## src/hw/rtl/bessel_lowpass_iir4_macros.svh

```systemverilog
// Assertion macros shared by the filter RTL.
`ifndef BESSEL_LOWPASS_IIR4_MACROS_SVH
`define BESSEL_LOWPASS_IIR4_MACROS_SVH

// Same-cycle implication, disabled during reset.
`define BLI4_ASSERT_IMP(label, clk, rst, ante, cons, msg) \
   label: assert property (@(posedge clk) disable iff (rst) (ante) |-> (cons)) \
      else $error(msg);

// Next-cycle implication, disabled during reset.
`define BLI4_ASSERT_NXT(label, clk, rst, ante, cons, msg) \
   label: assert property (@(posedge clk) disable iff (rst) (ante) |=> (cons)) \
      else $error(msg);

`endif

```

## src/hw/rtl/bli4_pkg.sv

```systemverilog
// Types, constants and helpers shared by the fourth-order low-pass filter.
`default_nettype none

package bli4_pkg;

   localparam int SAMPLE_BITS  = 24;
   localparam int COEF_BITS    = 32;
   localparam int ACC_BITS     = 48;
   localparam int ACC_FRAC     = ACC_BITS - 8;
   localparam int FF_SHIFT     = COEF_BITS + SAMPLE_BITS - 1 - ACC_FRAC;
   localparam int FB_SHIFT     = COEF_BITS - 5 + SAMPLE_BITS - 1 - ACC_FRAC;
   localparam int OUT_SHIFT    = ACC_FRAC - (SAMPLE_BITS - 1);
   localparam int NUM_TAPS     = 4;
   localparam int TAP_BITS     = 2;
   localparam int CSR_IDX_BITS = 3;
   localparam int MUL_A_BITS   = COEF_BITS + 1;
   localparam int PROD_BITS    = MUL_A_BITS + SAMPLE_BITS;
   localparam int PROD6_BITS   = PROD_BITS + 3;

   // Register indexes on the configuration channel
   localparam logic [CSR_IDX_BITS-1:0] REG_GAIN           = 3'd0;
   localparam logic [CSR_IDX_BITS-1:0] REG_FEEDBACK_ONE   = 3'd1;
   localparam logic [CSR_IDX_BITS-1:0] REG_FEEDBACK_TWO   = 3'd2;
   localparam logic [CSR_IDX_BITS-1:0] REG_FEEDBACK_THREE = 3'd3;
   localparam logic [CSR_IDX_BITS-1:0] REG_FEEDBACK_FOUR  = 3'd4;

   localparam logic [TAP_BITS-1:0] LAST_TAP = TAP_BITS'(NUM_TAPS - 1);

   typedef logic signed [SAMPLE_BITS-1:0] sample_type;
   typedef logic        [COEF_BITS-1:0]   coef_type;
   typedef logic signed [ACC_BITS-1:0]    acc_type;
   typedef logic signed [PROD_BITS-1:0]   prod_type;

   localparam acc_type ACC_MAX = {1'b0, {(ACC_BITS-1){1'b1}}};
   localparam acc_type ACC_MIN = {1'b1, {(ACC_BITS-1){1'b0}}};
   localparam acc_type OUT_MAX = {{(ACC_BITS-SAMPLE_BITS+1){1'b0}}, {(SAMPLE_BITS-1){1'b1}}};
   localparam acc_type OUT_MIN = {{(ACC_BITS-SAMPLE_BITS+1){1'b1}}, {(SAMPLE_BITS-1){1'b0}}};
   localparam sample_type SAMPLE_MAX = {1'b0, {(SAMPLE_BITS-1){1'b1}}};
   localparam sample_type SAMPLE_MIN = {1'b1, {(SAMPLE_BITS-1){1'b0}}};

   typedef struct packed {
      logic                load_x;
      logic                mul_ff;
      logic                form_ff;
      logic                load_out;
      logic                mul_fb;
      logic                sum_fb;
      logic                add_fb;
      logic [TAP_BITS-1:0] tap;
   } cmd_type;

   typedef struct packed {
      logic out_busy;
   } status_type;

   // Add with saturation to the accumulator range.
   function automatic acc_type sat_add(input acc_type a, input acc_type b);
      logic [ACC_BITS:0] s;
      s = {a[ACC_BITS-1], a} + {b[ACC_BITS-1], b};
      if (s[ACC_BITS] != s[ACC_BITS-1]) begin
         sat_add = s[ACC_BITS] ? ACC_MIN : ACC_MAX;
      end else begin
         sat_add = acc_type'(s[ACC_BITS-1:0]);
      end
   endfunction

endpackage

`default_nettype wire

```

## src/hw/rtl/bli4_channels.sv

```systemverilog
// Valid/ready channel interfaces for samples, results and register writes.
`default_nettype none

interface bli4_req_if;
   logic                 valid;
   logic                 ready;
   bli4_pkg::sample_type sample_in;
   modport source (output valid, output sample_in, input ready);
   modport sink (input valid, input sample_in, output ready);
endinterface

interface bli4_rsp_if;
   logic                 valid;
   logic                 ready;
   bli4_pkg::sample_type sample_out;
   logic                 clipped;
   modport source (output valid, output sample_out, output clipped, input ready);
   modport sink (input valid, input sample_out, input clipped, output ready);
endinterface

interface bli4_csr_if;
   logic                                valid;
   logic                                ready;
   logic [bli4_pkg::CSR_IDX_BITS-1:0]   index;
   bli4_pkg::coef_type                  data;
   modport source (output valid, output index, output data, input ready);
   modport sink (input valid, input index, input data, output ready);
endinterface

`default_nettype wire

```

## src/hw/rtl/bessel_lowpass_iir4.sv

```systemverilog
// Top level of the fourth-order Bessel low-pass IIR filter.
//
//   channel   direction   carries
//   req_if    in          sample_in (signed Q1.23)
//   rsp_if    out         sample_out (signed Q1.23, saturated), clipped
//   csr_if    in          index, data (gain, feedback_one .. feedback_four)
//
// A new sample is accepted only when the sequencer has returned to idle: one
// multiplier is shared by the feed-forward product and the four feedback products,
// each feedback tap taking a multiply, a sum and an accumulate step.
// The result enters the output register after the ST_MUL_FF and ST_FORM steps.
// Reset clears the coefficients and the four accumulators.
// A stalled result holds the sequencer before the output register is reloaded.
`default_nettype none

`include "bessel_lowpass_iir4_macros.svh"

module bessel_lowpass_iir4 (
   input wire logic   clock,
   input wire logic   reset,
   bli4_req_if.sink   req_if,
   bli4_rsp_if.source rsp_if,
   bli4_csr_if.sink   csr_if
);

   bli4_pkg::cmd_type    cmd;
   bli4_pkg::status_type status;

   assign csr_if.ready = 1'b1;

   bli4_ctrl u_ctrl (
      .clock     (clock),
      .reset     (reset),
      .req_valid (req_if.valid),
      .req_ready (req_if.ready),
      .status    (status),
      .cmd       (cmd)
   );

   bli4_datapath u_datapath (
      .clock       (clock),
      .reset       (reset),
      .cmd         (cmd),
      .status      (status),
      .req_sample  (req_if.sample_in),
      .csr_we      (csr_if.valid),
      .csr_index   (csr_if.index),
      .csr_data    (csr_if.data),
      .rsp_valid   (rsp_if.valid),
      .rsp_ready   (rsp_if.ready),
      .rsp_sample  (rsp_if.sample_out),
      .rsp_clipped (rsp_if.clipped)
   );

   `BLI4_ASSERT_NXT(a_one_in_flight, clock, reset,
      req_if.valid && req_if.ready, !req_if.ready,
      "new transaction accepted while a sample is in flight")

   `BLI4_ASSERT_IMP(a_no_overwrite, clock, reset,
      cmd.load_out, !(rsp_if.valid && !rsp_if.ready),
      "output register reloaded while a result is stalled")

   `BLI4_ASSERT_IMP(a_clip_extreme, clock, reset,
      rsp_if.valid && rsp_if.clipped,
      rsp_if.sample_out == bli4_pkg::SAMPLE_MAX || rsp_if.sample_out == bli4_pkg::SAMPLE_MIN,
      "clipped result is not a full-scale value")

endmodule

`default_nettype wire

```

## src/hw/rtl/bli4_ctrl.sv

```systemverilog
// Sequencer that steps one sample through the shared-multiplier datapath.
`default_nettype none

module bli4_ctrl (
   input  wire logic                 clock,
   input  wire logic                 reset,
   input  wire logic                 req_valid,
   output logic                      req_ready,
   input  wire bli4_pkg::status_type status,
   output bli4_pkg::cmd_type         cmd
);

   localparam logic [2:0] ST_IDLE   = 3'd0;
   localparam logic [2:0] ST_MUL_FF = 3'd1;
   localparam logic [2:0] ST_FORM   = 3'd2;
   localparam logic [2:0] ST_OUT    = 3'd3;
   localparam logic [2:0] ST_FB_MUL = 3'd4;
   localparam logic [2:0] ST_FB_SUM = 3'd5;
   localparam logic [2:0] ST_FB_ADD = 3'd6;

   logic [2:0]                    state_ff, state_in;
   logic [bli4_pkg::TAP_BITS-1:0] tap_ff, tap_in;

   always_comb begin
      state_in  = state_ff;
      tap_in    = tap_ff;
      req_ready = 1'b0;
      cmd       = '0;
      cmd.tap   = tap_ff;
      case (state_ff)
         ST_IDLE: begin
            req_ready = 1'b1;
            if (req_valid) begin
               cmd.load_x = 1'b1;
               state_in   = ST_MUL_FF;
            end
         end
         ST_MUL_FF: begin
            cmd.mul_ff = 1'b1;
            state_in   = ST_FORM;
         end
         ST_FORM: begin
            cmd.form_ff = 1'b1;
            state_in    = ST_OUT;
         end
         ST_OUT: begin
            // hold until the previous transaction has left the output register
            if (!status.out_busy) begin
               cmd.load_out = 1'b1;
               tap_in       = '0;
               state_in     = ST_FB_MUL;
            end
         end
         ST_FB_MUL: begin
            cmd.mul_fb = 1'b1;
            state_in   = ST_FB_SUM;
         end
         ST_FB_SUM: begin
            cmd.sum_fb = 1'b1;
            state_in   = ST_FB_ADD;
         end
         ST_FB_ADD: begin
            cmd.add_fb = 1'b1;
            if (tap_ff == bli4_pkg::LAST_TAP) begin
               state_in = ST_IDLE;
            end else begin
               tap_in   = tap_ff + bli4_pkg::TAP_BITS'(1);
               state_in = ST_FB_MUL;
            end
         end
         default: begin
            state_in = ST_IDLE;
         end
      endcase
   end

   always_ff @(posedge clock) begin
      if (reset) begin
         state_ff <= ST_IDLE;
         tap_ff   <= '0;
      end else begin
         state_ff <= state_in;
         tap_ff   <= tap_in;
      end
   end

endmodule

`default_nettype wire

```

## src/hw/rtl/bli4_datapath.sv

```systemverilog
// Coefficient registers, shared multiplier, accumulators and output register.
`default_nettype none

module bli4_datapath (
   input  wire logic                                clock,
   input  wire logic                                reset,
   input  wire bli4_pkg::cmd_type                   cmd,
   output bli4_pkg::status_type                     status,
   input  wire bli4_pkg::sample_type                req_sample,
   input  wire logic                                csr_we,
   input  wire logic [bli4_pkg::CSR_IDX_BITS-1:0]   csr_index,
   input  wire bli4_pkg::coef_type                  csr_data,
   output logic                                     rsp_valid,
   input  wire logic                                rsp_ready,
   output bli4_pkg::sample_type                     rsp_sample,
   output logic                                     rsp_clipped
);

   bli4_pkg::coef_type   gain_ff;
   bli4_pkg::coef_type   fb_ff [bli4_pkg::NUM_TAPS];
   bli4_pkg::acc_type    acc_ff [bli4_pkg::NUM_TAPS];
   bli4_pkg::sample_type x_ff;
   bli4_pkg::prod_type   prod_ff;
   bli4_pkg::acc_type    ff1_ff, ff4_ff, ff6_ff;
   bli4_pkg::acc_type    sum_ff;
   bli4_pkg::sample_type rsp_sample_ff;
   logic                 rsp_clipped_ff;
   logic                 rsp_valid_ff;

   logic signed [bli4_pkg::MUL_A_BITS-1:0]  mul_a;
   bli4_pkg::sample_type                    mul_b;
   bli4_pkg::prod_type                      prod_in;
   logic signed [bli4_pkg::PROD6_BITS-1:0]  prod_ext, prod6;
   bli4_pkg::acc_type                       y_acc, y_shift, fb_term, ff_sel, acc_in;
   bli4_pkg::sample_type                    y_in;
   logic                                    clip_in;
   logic [bli4_pkg::TAP_BITS-1:0]           tap_next;

   // Shared multiplier: gain times sample, or a feedback ratio times the output
   always_comb begin
      if (cmd.mul_fb) begin
         mul_a = {fb_ff[cmd.tap][bli4_pkg::COEF_BITS-1], fb_ff[cmd.tap]};
         mul_b = rsp_sample_ff;
      end else begin
         mul_a = {1'b0, gain_ff};
         mul_b = x_ff;
      end
      prod_in = mul_a * mul_b;
   end

   // Feed-forward terms: floor(k * gain * x / 2^FF_SHIFT) for k = 1, 4, 6
   always_comb begin
      prod_ext = bli4_pkg::PROD6_BITS'(prod_ff);
      prod6    = (prod_ext <<< 2) + (prod_ext <<< 1);
   end

   // Output sample: narrow the first accumulator sum with saturation
   always_comb begin
      y_acc   = bli4_pkg::sat_add(ff1_ff, acc_ff[0]);
      y_shift = y_acc >>> bli4_pkg::OUT_SHIFT;
      clip_in = 1'b0;
      if (y_shift > bli4_pkg::OUT_MAX) begin
         y_in    = bli4_pkg::SAMPLE_MAX;
         clip_in = 1'b1;
      end else if (y_shift < bli4_pkg::OUT_MIN) begin
         y_in    = bli4_pkg::SAMPLE_MIN;
         clip_in = 1'b1;
      end else begin
         y_in = bli4_pkg::sample_type'(y_shift);
      end
   end

   // Feedback tap update
   always_comb begin
      fb_term  = bli4_pkg::acc_type'(prod_ff >>> bli4_pkg::FB_SHIFT);
      tap_next = cmd.tap + bli4_pkg::TAP_BITS'(1);
      case (cmd.tap)
         2'd0:    ff_sel = ff4_ff;
         2'd1:    ff_sel = ff6_ff;
         2'd2:    ff_sel = ff4_ff;
         default: ff_sel = ff1_ff;
      endcase
      if (cmd.tap == bli4_pkg::LAST_TAP) begin
         acc_in = sum_ff;
      end else begin
         acc_in = bli4_pkg::sat_add(sum_ff, acc_ff[tap_next]);
      end
   end

   // Configuration registers and filter state
   always_ff @(posedge clock) begin
      if (reset) begin
         gain_ff <= '0;
         for (int i = 0; i < bli4_pkg::NUM_TAPS; i++) begin
            fb_ff[i]  <= '0;
            acc_ff[i] <= '0;
         end
         rsp_valid_ff <= 1'b0;
      end else begin
         if (csr_we) begin
            case (csr_index)
               bli4_pkg::REG_GAIN:           gain_ff  <= csr_data;
               bli4_pkg::REG_FEEDBACK_ONE:   fb_ff[0] <= csr_data;
               bli4_pkg::REG_FEEDBACK_TWO:   fb_ff[1] <= csr_data;
               bli4_pkg::REG_FEEDBACK_THREE: fb_ff[2] <= csr_data;
               bli4_pkg::REG_FEEDBACK_FOUR:  fb_ff[3] <= csr_data;
               default: ;
            endcase
         end
         if (cmd.add_fb) begin
            acc_ff[cmd.tap] <= acc_in;
         end
         if (cmd.load_out) begin
            rsp_valid_ff <= 1'b1;
         end else if (rsp_ready) begin
            rsp_valid_ff <= 1'b0;
         end
      end
   end

   // Payload registers
   always_ff @(posedge clock) begin
      if (cmd.load_x) begin
         x_ff <= req_sample;
      end
      if (cmd.mul_ff || cmd.mul_fb) begin
         prod_ff <= prod_in;
      end
      if (cmd.form_ff) begin
         ff1_ff <= bli4_pkg::acc_type'(prod_ff >>> bli4_pkg::FF_SHIFT);
         ff4_ff <= bli4_pkg::acc_type'(prod_ff >>> (bli4_pkg::FF_SHIFT - 2));
         ff6_ff <= bli4_pkg::acc_type'(prod6 >>> bli4_pkg::FF_SHIFT);
      end
      if (cmd.sum_fb) begin
         sum_ff <= bli4_pkg::sat_add(ff_sel, fb_term);
      end
      if (cmd.load_out) begin
         rsp_sample_ff  <= y_in;
         rsp_clipped_ff <= clip_in;
      end
   end

   assign status.out_busy = rsp_valid_ff && !rsp_ready;
   assign rsp_valid       = rsp_valid_ff;
   assign rsp_sample      = rsp_sample_ff;
   assign rsp_clipped     = rsp_clipped_ff;

endmodule

`default_nettype wire
```

## src/flat_wrapper.sv

```systemverilog
// flat-port wrapper written by rule: the top's interface ports become plain ports
module bessel_lowpass_iir4_flat 
  (clock, reset, req_if_valid, req_if_sample_in, req_if_ready, rsp_if_valid, rsp_if_sample_out, rsp_if_clipped, rsp_if_ready, csr_if_valid, csr_if_index, csr_if_data, csr_if_ready);
  bli4_req_if req_if_i ();
  bli4_rsp_if rsp_if_i ();
  bli4_csr_if csr_if_i ();
  input wire logic clock;
  input wire logic reset;
  input wire logic [$bits(req_if_i.valid)-1:0] req_if_valid;
  input wire logic [$bits(req_if_i.sample_in)-1:0] req_if_sample_in;
  output wire logic [$bits(req_if_i.ready)-1:0] req_if_ready;
  output wire logic [$bits(rsp_if_i.valid)-1:0] rsp_if_valid;
  output wire logic [$bits(rsp_if_i.sample_out)-1:0] rsp_if_sample_out;
  output wire logic [$bits(rsp_if_i.clipped)-1:0] rsp_if_clipped;
  input wire logic [$bits(rsp_if_i.ready)-1:0] rsp_if_ready;
  input wire logic [$bits(csr_if_i.valid)-1:0] csr_if_valid;
  input wire logic [$bits(csr_if_i.index)-1:0] csr_if_index;
  input wire logic [$bits(csr_if_i.data)-1:0] csr_if_data;
  output wire logic [$bits(csr_if_i.ready)-1:0] csr_if_ready;
  assign req_if_i.valid = req_if_valid;
  assign req_if_i.sample_in = req_if_sample_in;
  assign req_if_ready = req_if_i.ready;
  assign rsp_if_valid = rsp_if_i.valid;
  assign rsp_if_sample_out = rsp_if_i.sample_out;
  assign rsp_if_clipped = rsp_if_i.clipped;
  assign rsp_if_i.ready = rsp_if_ready;
  assign csr_if_i.valid = csr_if_valid;
  assign csr_if_i.index = csr_if_index;
  assign csr_if_i.data = csr_if_data;
  assign csr_if_ready = csr_if_i.ready;
  bessel_lowpass_iir4 u_core (.clock(clock), .reset(reset), .req_if(req_if_i), .rsp_if(rsp_if_i), .csr_if(csr_if_i));
endmodule
```

## config.mk

```make
export PLATFORM = sky130hd
export DESIGN_NAME = bessel_lowpass_iir4_flat
export DESIGN_NICKNAME = d
export VERILOG_FILES = /design/src/hw/rtl/bli4_pkg.sv /design/src/hw/rtl/bli4_channels.sv /design/src/hw/rtl/bessel_lowpass_iir4.sv /design/src/hw/rtl/bli4_ctrl.sv /design/src/hw/rtl/bli4_datapath.sv /design/src/flat_wrapper.sv
export VERILOG_INCLUDE_DIRS = /design/src /design/src/hw/rtl
export SDC_FILE = /design/constraint.sdc
export NUM_CORES = 2
export LEC_CHECK = 0
export ABC_AREA = 1
export BUFFER_PORTS_ARGS = -buffer_cell sky130_fd_sc_hd__buf_2
export CORE_AREA = 2 2 365 367
export CTS_BUF_LIST = sky130_fd_sc_hd__clkbuf_16
export DETAILED_ROUTE_END_ITERATION = 10
export DIE_AREA = 0 0 367 369
export GPL_TIMING_DRIVEN = 0
export PLACE_DENSITY = 0.68
export SYNTH_ARGS = -nofsm -noshare
export SYNTH_HDL_FRONTEND = slang
export SYNTH_SLANG_ARGS = --single-unit
```

## constraint.sdc

```tcl
create_clock -name clock -period 9.4 [get_ports clock]
set_input_delay 1.88 -clock clock [delete_from_list [all_inputs] [get_ports clock]]
set_output_delay 1.88 -clock clock [all_outputs]
set_load 0.02 [all_outputs]
```

# Word-level counts from Yosys, hierarchy flattened
# Memories as Yosys holds them, arrays and structs flattened. A register that Yosys moved wholly into a read port is not among the register bits.
# Cells that the tools add are included.
# totals
latchBits,0
ramBits,320
romBits,0
word_cells,119
input_bits,64
ff_bits,323
output_inout_bits,28
mem_count,2
# mem_list
name,words,word_bits,read_ports,rd_ports_with_merged_regs,wr,line,text
u_core.u_datapath.acc_ff,4,48,2,0,4,bli4_datapath.sv:21,bli4_pkg::acc_type acc_ff [bli4_pkg::NUM_TAPS];
u_core.u_datapath.fb_ff,4,32,1,1,4,bli4_datapath.sv:20,bli4_pkg::coef_type fb_ff [bli4_pkg::NUM_TAPS];
# op_classes
mux,61
order_cmp,2
n_bitwise,4
n_addsub,5
reduce_logical,13
eq_ne,19
shifts,0
multipliers,1
div_mod_pow,0
# op_table
op,n
$mux W48,8
$mux W32,4
$pmux W48 S2,1
$add A59 B58 Y60,1
$mul A33 B24 Y57,1
$add A42 B48 Y49,1
$add A48 B47 Y49,1
$add A48 B48 Y49,1
$mux W24,2
$reduce_or A48 Y1,1
$mux W1,35
$mux W33,1
$gt A31 B24 Y1 const B,1
$lt A31 B24 Y1 const B,1
$pmux W3 S7,1
$eq A3 B2 Y1 const B,4
$eq A3 B3 Y1 const B,4
$mux W2,5
$mux W3,3
$eq A3 B1 Y1 const B,2
$logic_not A3 Y1,2
$ne A2 B2 Y1 const B,3
$eq A2 B2 Y1 const B,2
$or A1 B1 Y1,4
other kinds (12),16

# Depth between registers and ports, before layout
# logic_depth
depth_word,7
depth_mapped,38

# Hierarchy
# Synthesis repeated with hierarchy kept, for this count alone.
# hier_totals
hier_cells,7893
area_unflattened_um2,65819.4
# by_module_without_submodules
module,area_each_um2,cells_per_inst,seq_area_each_um2,instances
bli4_datapath,65432.8,7839,17536.8,1
bli4_ctrl,375.4,52,100.1,1
bessel_lowpass_iir4,11.3,2,0.0,1

# Worst setup path before layout
# OpenSTA, ideal clock, no wires.
# synth_path
path_kind,flip-flop to flip-flop
startpoint,register u_core.u_ctrl.state_ff[0]
endpoint,register u_core.u_datapath.prod_ff[49] (data pin)
synth_period_minus_slack_ns,7.428
arrival_ns,7.165
setup_time_ns,0.264
stages_incl_launch_ff,30
setup_slack_ns,1.972
path_cell_list,dfxtp_1 nor2_1 nand2_1 inv_1 clkbuf_1 clkbuf_1 or2_2 o21ai_1 clkbuf_1 nor2_1 fa_1 fa_1 inv_1 fa_1 inv_1 fa_1 fa_1 fa_1 inv_1 fa_1 inv_1 ha_1 nand2_1 nor2_1 inv_1 nor4_1 nand3_1 o211ai_1 a221oi_1 xnor2_1
# synth_between
elab_chain_len,4
word_cells_on_any_way,5
cone_classes,mul (1); eq/ne (1); mux (3)
# synth_lines
item,line,text
"start, declared",bli4_ctrl.sv:21,"logic [2:0] state_ff, state_in;"
"start signal, assigned",bli4_ctrl.sv:82,state_ff <= state_in;
$eq A3 B3 Y1 *,bli4_ctrl.sv:30,case (state_ff)
$mux W1 *,bli4_ctrl.sv:30,
$mux W33 / $mux W24 (equally long branches),bli4_datapath.sv:41,if (cmd.mul_fb) begin
$mul A33 B24 Y57 *,bli4_datapath.sv:48,prod_in = mul_a * mul_b;
net u_core.u_datapath.prod_in[49],bli4_datapath.sv:32,bli4_pkg::prod_type prod_in;
"end signal, assigned",bli4_datapath.sv:127,prod_ff <= prod_in;
"end, declared",bli4_datapath.sv:23,bli4_pkg::prod_type prod_ff;
# Mark *: on every way through the listed nets, which the timed path passes. The rest lies on a longest branch.
# A chain may end at the register's enable or synchronous reset.

# Worst setup path after layout
# layout_path
startpoint,register u_core.u_ctrl.state_ff[0]
endpoint,register u_core.u_datapath.prod_ff[51] (data pin)
# The elaborated chain is that of the path after synthesis.

==> impl_metrics.py <==
metrics = {
    "clocking": {
        "clk_pin_slew_ns": 0.06,
        "cts_tree": "yes",
        "h-tree-depth": 3,
        "cts_hold_buf": 0,
        "clk_path_buf_depth": 3,
        "numCtsBuffers": 68,
        "root_buffer": "clkbuf_16",
        "clock_sinks": 602,
        "clk_latency_ns": 0.69,
    },
    "timing": {
        "worst_pin_slew_ns": 1.307,
        "min_period_ns": 9.253,
        "fmax_mhz": 108.1,
        "max-slew-margin-rel": 0.1221,
        "skew_ns": 0.03815,
        "slew_violations": 0,
        "setup_violations": 0,
        "tns_ns": 0,
        "period_share": 0.9844,
        "finalHoldViolCount": 0,
    },
    "power_and_ir_drop": {
        "leakagePower_nw": 33.75,
        "power_w": 0.01630,
        "ir_worst_vdd_uv": 229.0,
        "powerDensity_nw_per_um2": 228.7,
    },
    "final_layout": {
        "diodes": 0,
        "regArea_um2": 17680,
        "fillers": 12540,
        "final_util": 0.5436,
        "final_nets": 9268,
        "drive_gt1_frac": 0.06645,
        "syn_to_final_growth_pct": 9.331,
        "final_cell_mix": "inv_1 (1507), nor2_1 (1313), nand2_1 (1245), fa_1 (806), edfxtp_1 (562)",
        "final_common_cell": "inv_1",
        "multi_input_area_um2": 40980,
    },
    "setup_path": {
        "crit_path_end_kind": "flip-flop",
        "critical_path.top_delay_family": "adder cells",
        "path_buf_inv": 7,
        "arrival_ns": 9.65,
        "cp_slowest_cell": "clkbuf_1",
        "cp_max_fo": 10,
        "cp-start-kind": "flip-flop",
        "cp_data_required_time_ns": 9.80,
        "cpPeakStageDelay_ns": 0.83,
        "crit_type": "flip-flop to flip-flop",
        "reg2reg_depth": 31,
        "crit_cells": 31,
    },
    "yosys": {
        "async_reset_ff_frac": 0,
        "yosysWarningCount": 0,
        "synth-seq-cells": 602,
        "syn_area_um2": 65190,
        "synth_ff_type": "edfxtp_1",
        "synth_fp_nets": 9064,
        "syn-instance-count": 7838,
        "synth_edf_count": 562,
        "synth-seq-area-share": 0.2711,
        "ys_types": 62,
        "syn_area_per_cell_um2": 8.318,
    },
    "drt": {
        "viasPerCell": 5.642,
        "dr.pass1.iters": 7,
        "final_antenna_net_count": 0,
        "num_vias": 55580,
        "avgRoutedWirePerCell_um": 24.47,
        "routed_wl_um": 241000,
        "drt_iter0_drc": 5112,
        "drc": 0,
    },
    "outcome": {
        "status": "finished clean",
    },
    "floorplan": {
        "die_w_um": 367,
        "die_area_um2": 135400,
        "row_count": 133,
        "fp.dieH_um": 369,
        "initial_core_util": 0.4972,
        "ios": 92,
        "coreArea_um2": 131100,
    },
    "placement": {
        "place_congestion": 1.075,
        "port-buffer-count": 90,
        "dp_hpwl_um": 199100,
    },
    "hold_path": {
        "hold_path.class": "flip-flop to flip-flop",
        "holdPathStages": 2,
    },
    "global_routing": {
        "antenna_found_initial": 1,
        "grt_pass1_vias": 56670,
        "grt_usage": 0.3568,
        "overflow": 0,
        "grt_pass1_wl_um": 355900,
        "grt_max_degree": 49,
    },
    "run": {
        "maxCapViolCount": 0,
    },
}
sequential cells by signal (all words and copies together), names as in the netlist, 2 cells and up, named ones only:
name and cells:
u_core.u_datapath.ff4_ff 2, u_core.u_datapath.prod_ff 57, u_core.u_ctrl.tap_ff 2, u_core.u_datapath.gain_ff 32
u_core.u_datapath.x_ff 24, u_core.u_datapath.rsp_sample 24, u_core.u_ctrl.state_ff 3, u_core.u_datapath.acc_ff 192
u_core.u_datapath.sum_ff 48, u_core.u_datapath.fb_ff 128, u_core.u_datapath.ff1_ff 42, u_core.u_datapath.ff6_ff 44
per-layer routing:
metal | share of wire | vias to the layer above | global-route usage
li1 | - | 25140 | -
met1 | 0.37 | 27270 | 0.4230
met2 | 0.46 | 2536 | 0.5770
met3 | 0.087 | 635 | 0.07859
met4 | 0.087 | 2 | 0.2520
met5 | 0.000083 | - | 0
worst reg2reg max path: cells and delay by family, from the launching register on:
| kind | cells | cell delay [ns] |
|---|---|---|
| flops | 1 | 0.34 |
| simple gates | 10 | 1.32 |
| fa+ha+maj | 8 | 4.11 |
| buf+inv | 7 | 2.02 |
| xor+xnor | 1 | 0.10 |
| compound gates | 5 | 1.10 |
cell usage after synthesis, types with 44 or more instances:
cell / n / share of area
nand4_1: 46 / 0.0044
edfxtp_1: 562 / 0.26
a21oi_1: 367 / 0.028
inv_1: 1503 / 0.087
a22oi_1: 44 / 0.0051
ha_1: 355 / 0.068
clkbuf_1: 234 / 0.013
o21ai_0: 412 / 0.032
xnor2_1: 73 / 0.0098
nand3_1: 156 / 0.012
o22ai_1: 49 / 0.0047
nand2_1: 1250 / 0.072
nor2_1: 1315 / 0.076
xor2_1: 121 / 0.016
fa_1: 807 / 0.25
a31oi_1: 80 / 0.0077
through the flow:
step	hold slack, ns	setup WS (ns)	instance area (um^2)	std cells
6_report	0.5529	0.1471	71280	9851
5_1_grt	0.5759	-0.002446	71280	9851
4_1_cts	0.5434	0.008756	71050	9846
3_5_place_dp	0.5202	-2.000	68510	9721
3_3_place_gp	0.5150	-2.120	67840	9683
2_1_floorplan	0.4587	1.972	65190	7838
cells by family (layout without fill, tap and decap cells):
logic type,Yosys count,after routing,share of synthesized area
and+or+nand+nor,2898,2898,0.1765
adders and majority gates,1162,1162,0.3159
buffers and inverters,1795,2053,0.1048
AOI/OAI and AO/OA,1186,1186,0.1055
DFF,602,602,0.2711
other,1,1,0.00005752
xor gates and xnor gates,194,194,0.02606
area by class of cell:
class	count	share of cell area
timing repair buffer	146	0.01645
clock inverter	56	0.008531
multi-input combinational	5441	0.5749
clock buffer	68	0.02387
sequential	602	0.2480
buffer	259	0.01692
tap	1755	0.03081
inverter	1524	0.08050
path summary, 6_finish.rpt:
path,startpoint,end,slack [ns]
worst max register to register,u_core.u_ctrl.state_ff[0]$_SDFFE_PP0P_,u_core.u_datapath.prod_ff[51]$_DFFE_PP_,0.15
worst min register to register,u_core.u_datapath.gain_ff[23]$_SDFFE_PP0P_,u_core.u_datapath.gain_ff[23]$_SDFFE_PP0P_,0.55
worst max-delay path,u_core.u_ctrl.state_ff[0]$_SDFFE_PP0P_,u_core.u_datapath.prod_ff[51]$_DFFE_PP_,0.15
worst min-delay path,u_core.u_datapath.gain_ff[23]$_SDFFE_PP0P_,u_core.u_datapath.gain_ff[23]$_SDFFE_PP0P_,0.55
report_power, final:
part | internal, W | switching, W | total (W)
clock network | 0.00159 | 0.00119 | 0.00278
registers | 0.00360 | 0.000261 | 0.00387
logic | 0.00319 | 0.00646 | 0.00965
total | 0.00839 | 0.00791 | 0.0163
timing repair:
item	4_1_cts	5_1_grt
endpoints found under the setup margin	39	25
pin swaps	1	0
resized for setup	106	104
buffers inserted	5	12
(Power assumes the default switching activity.)
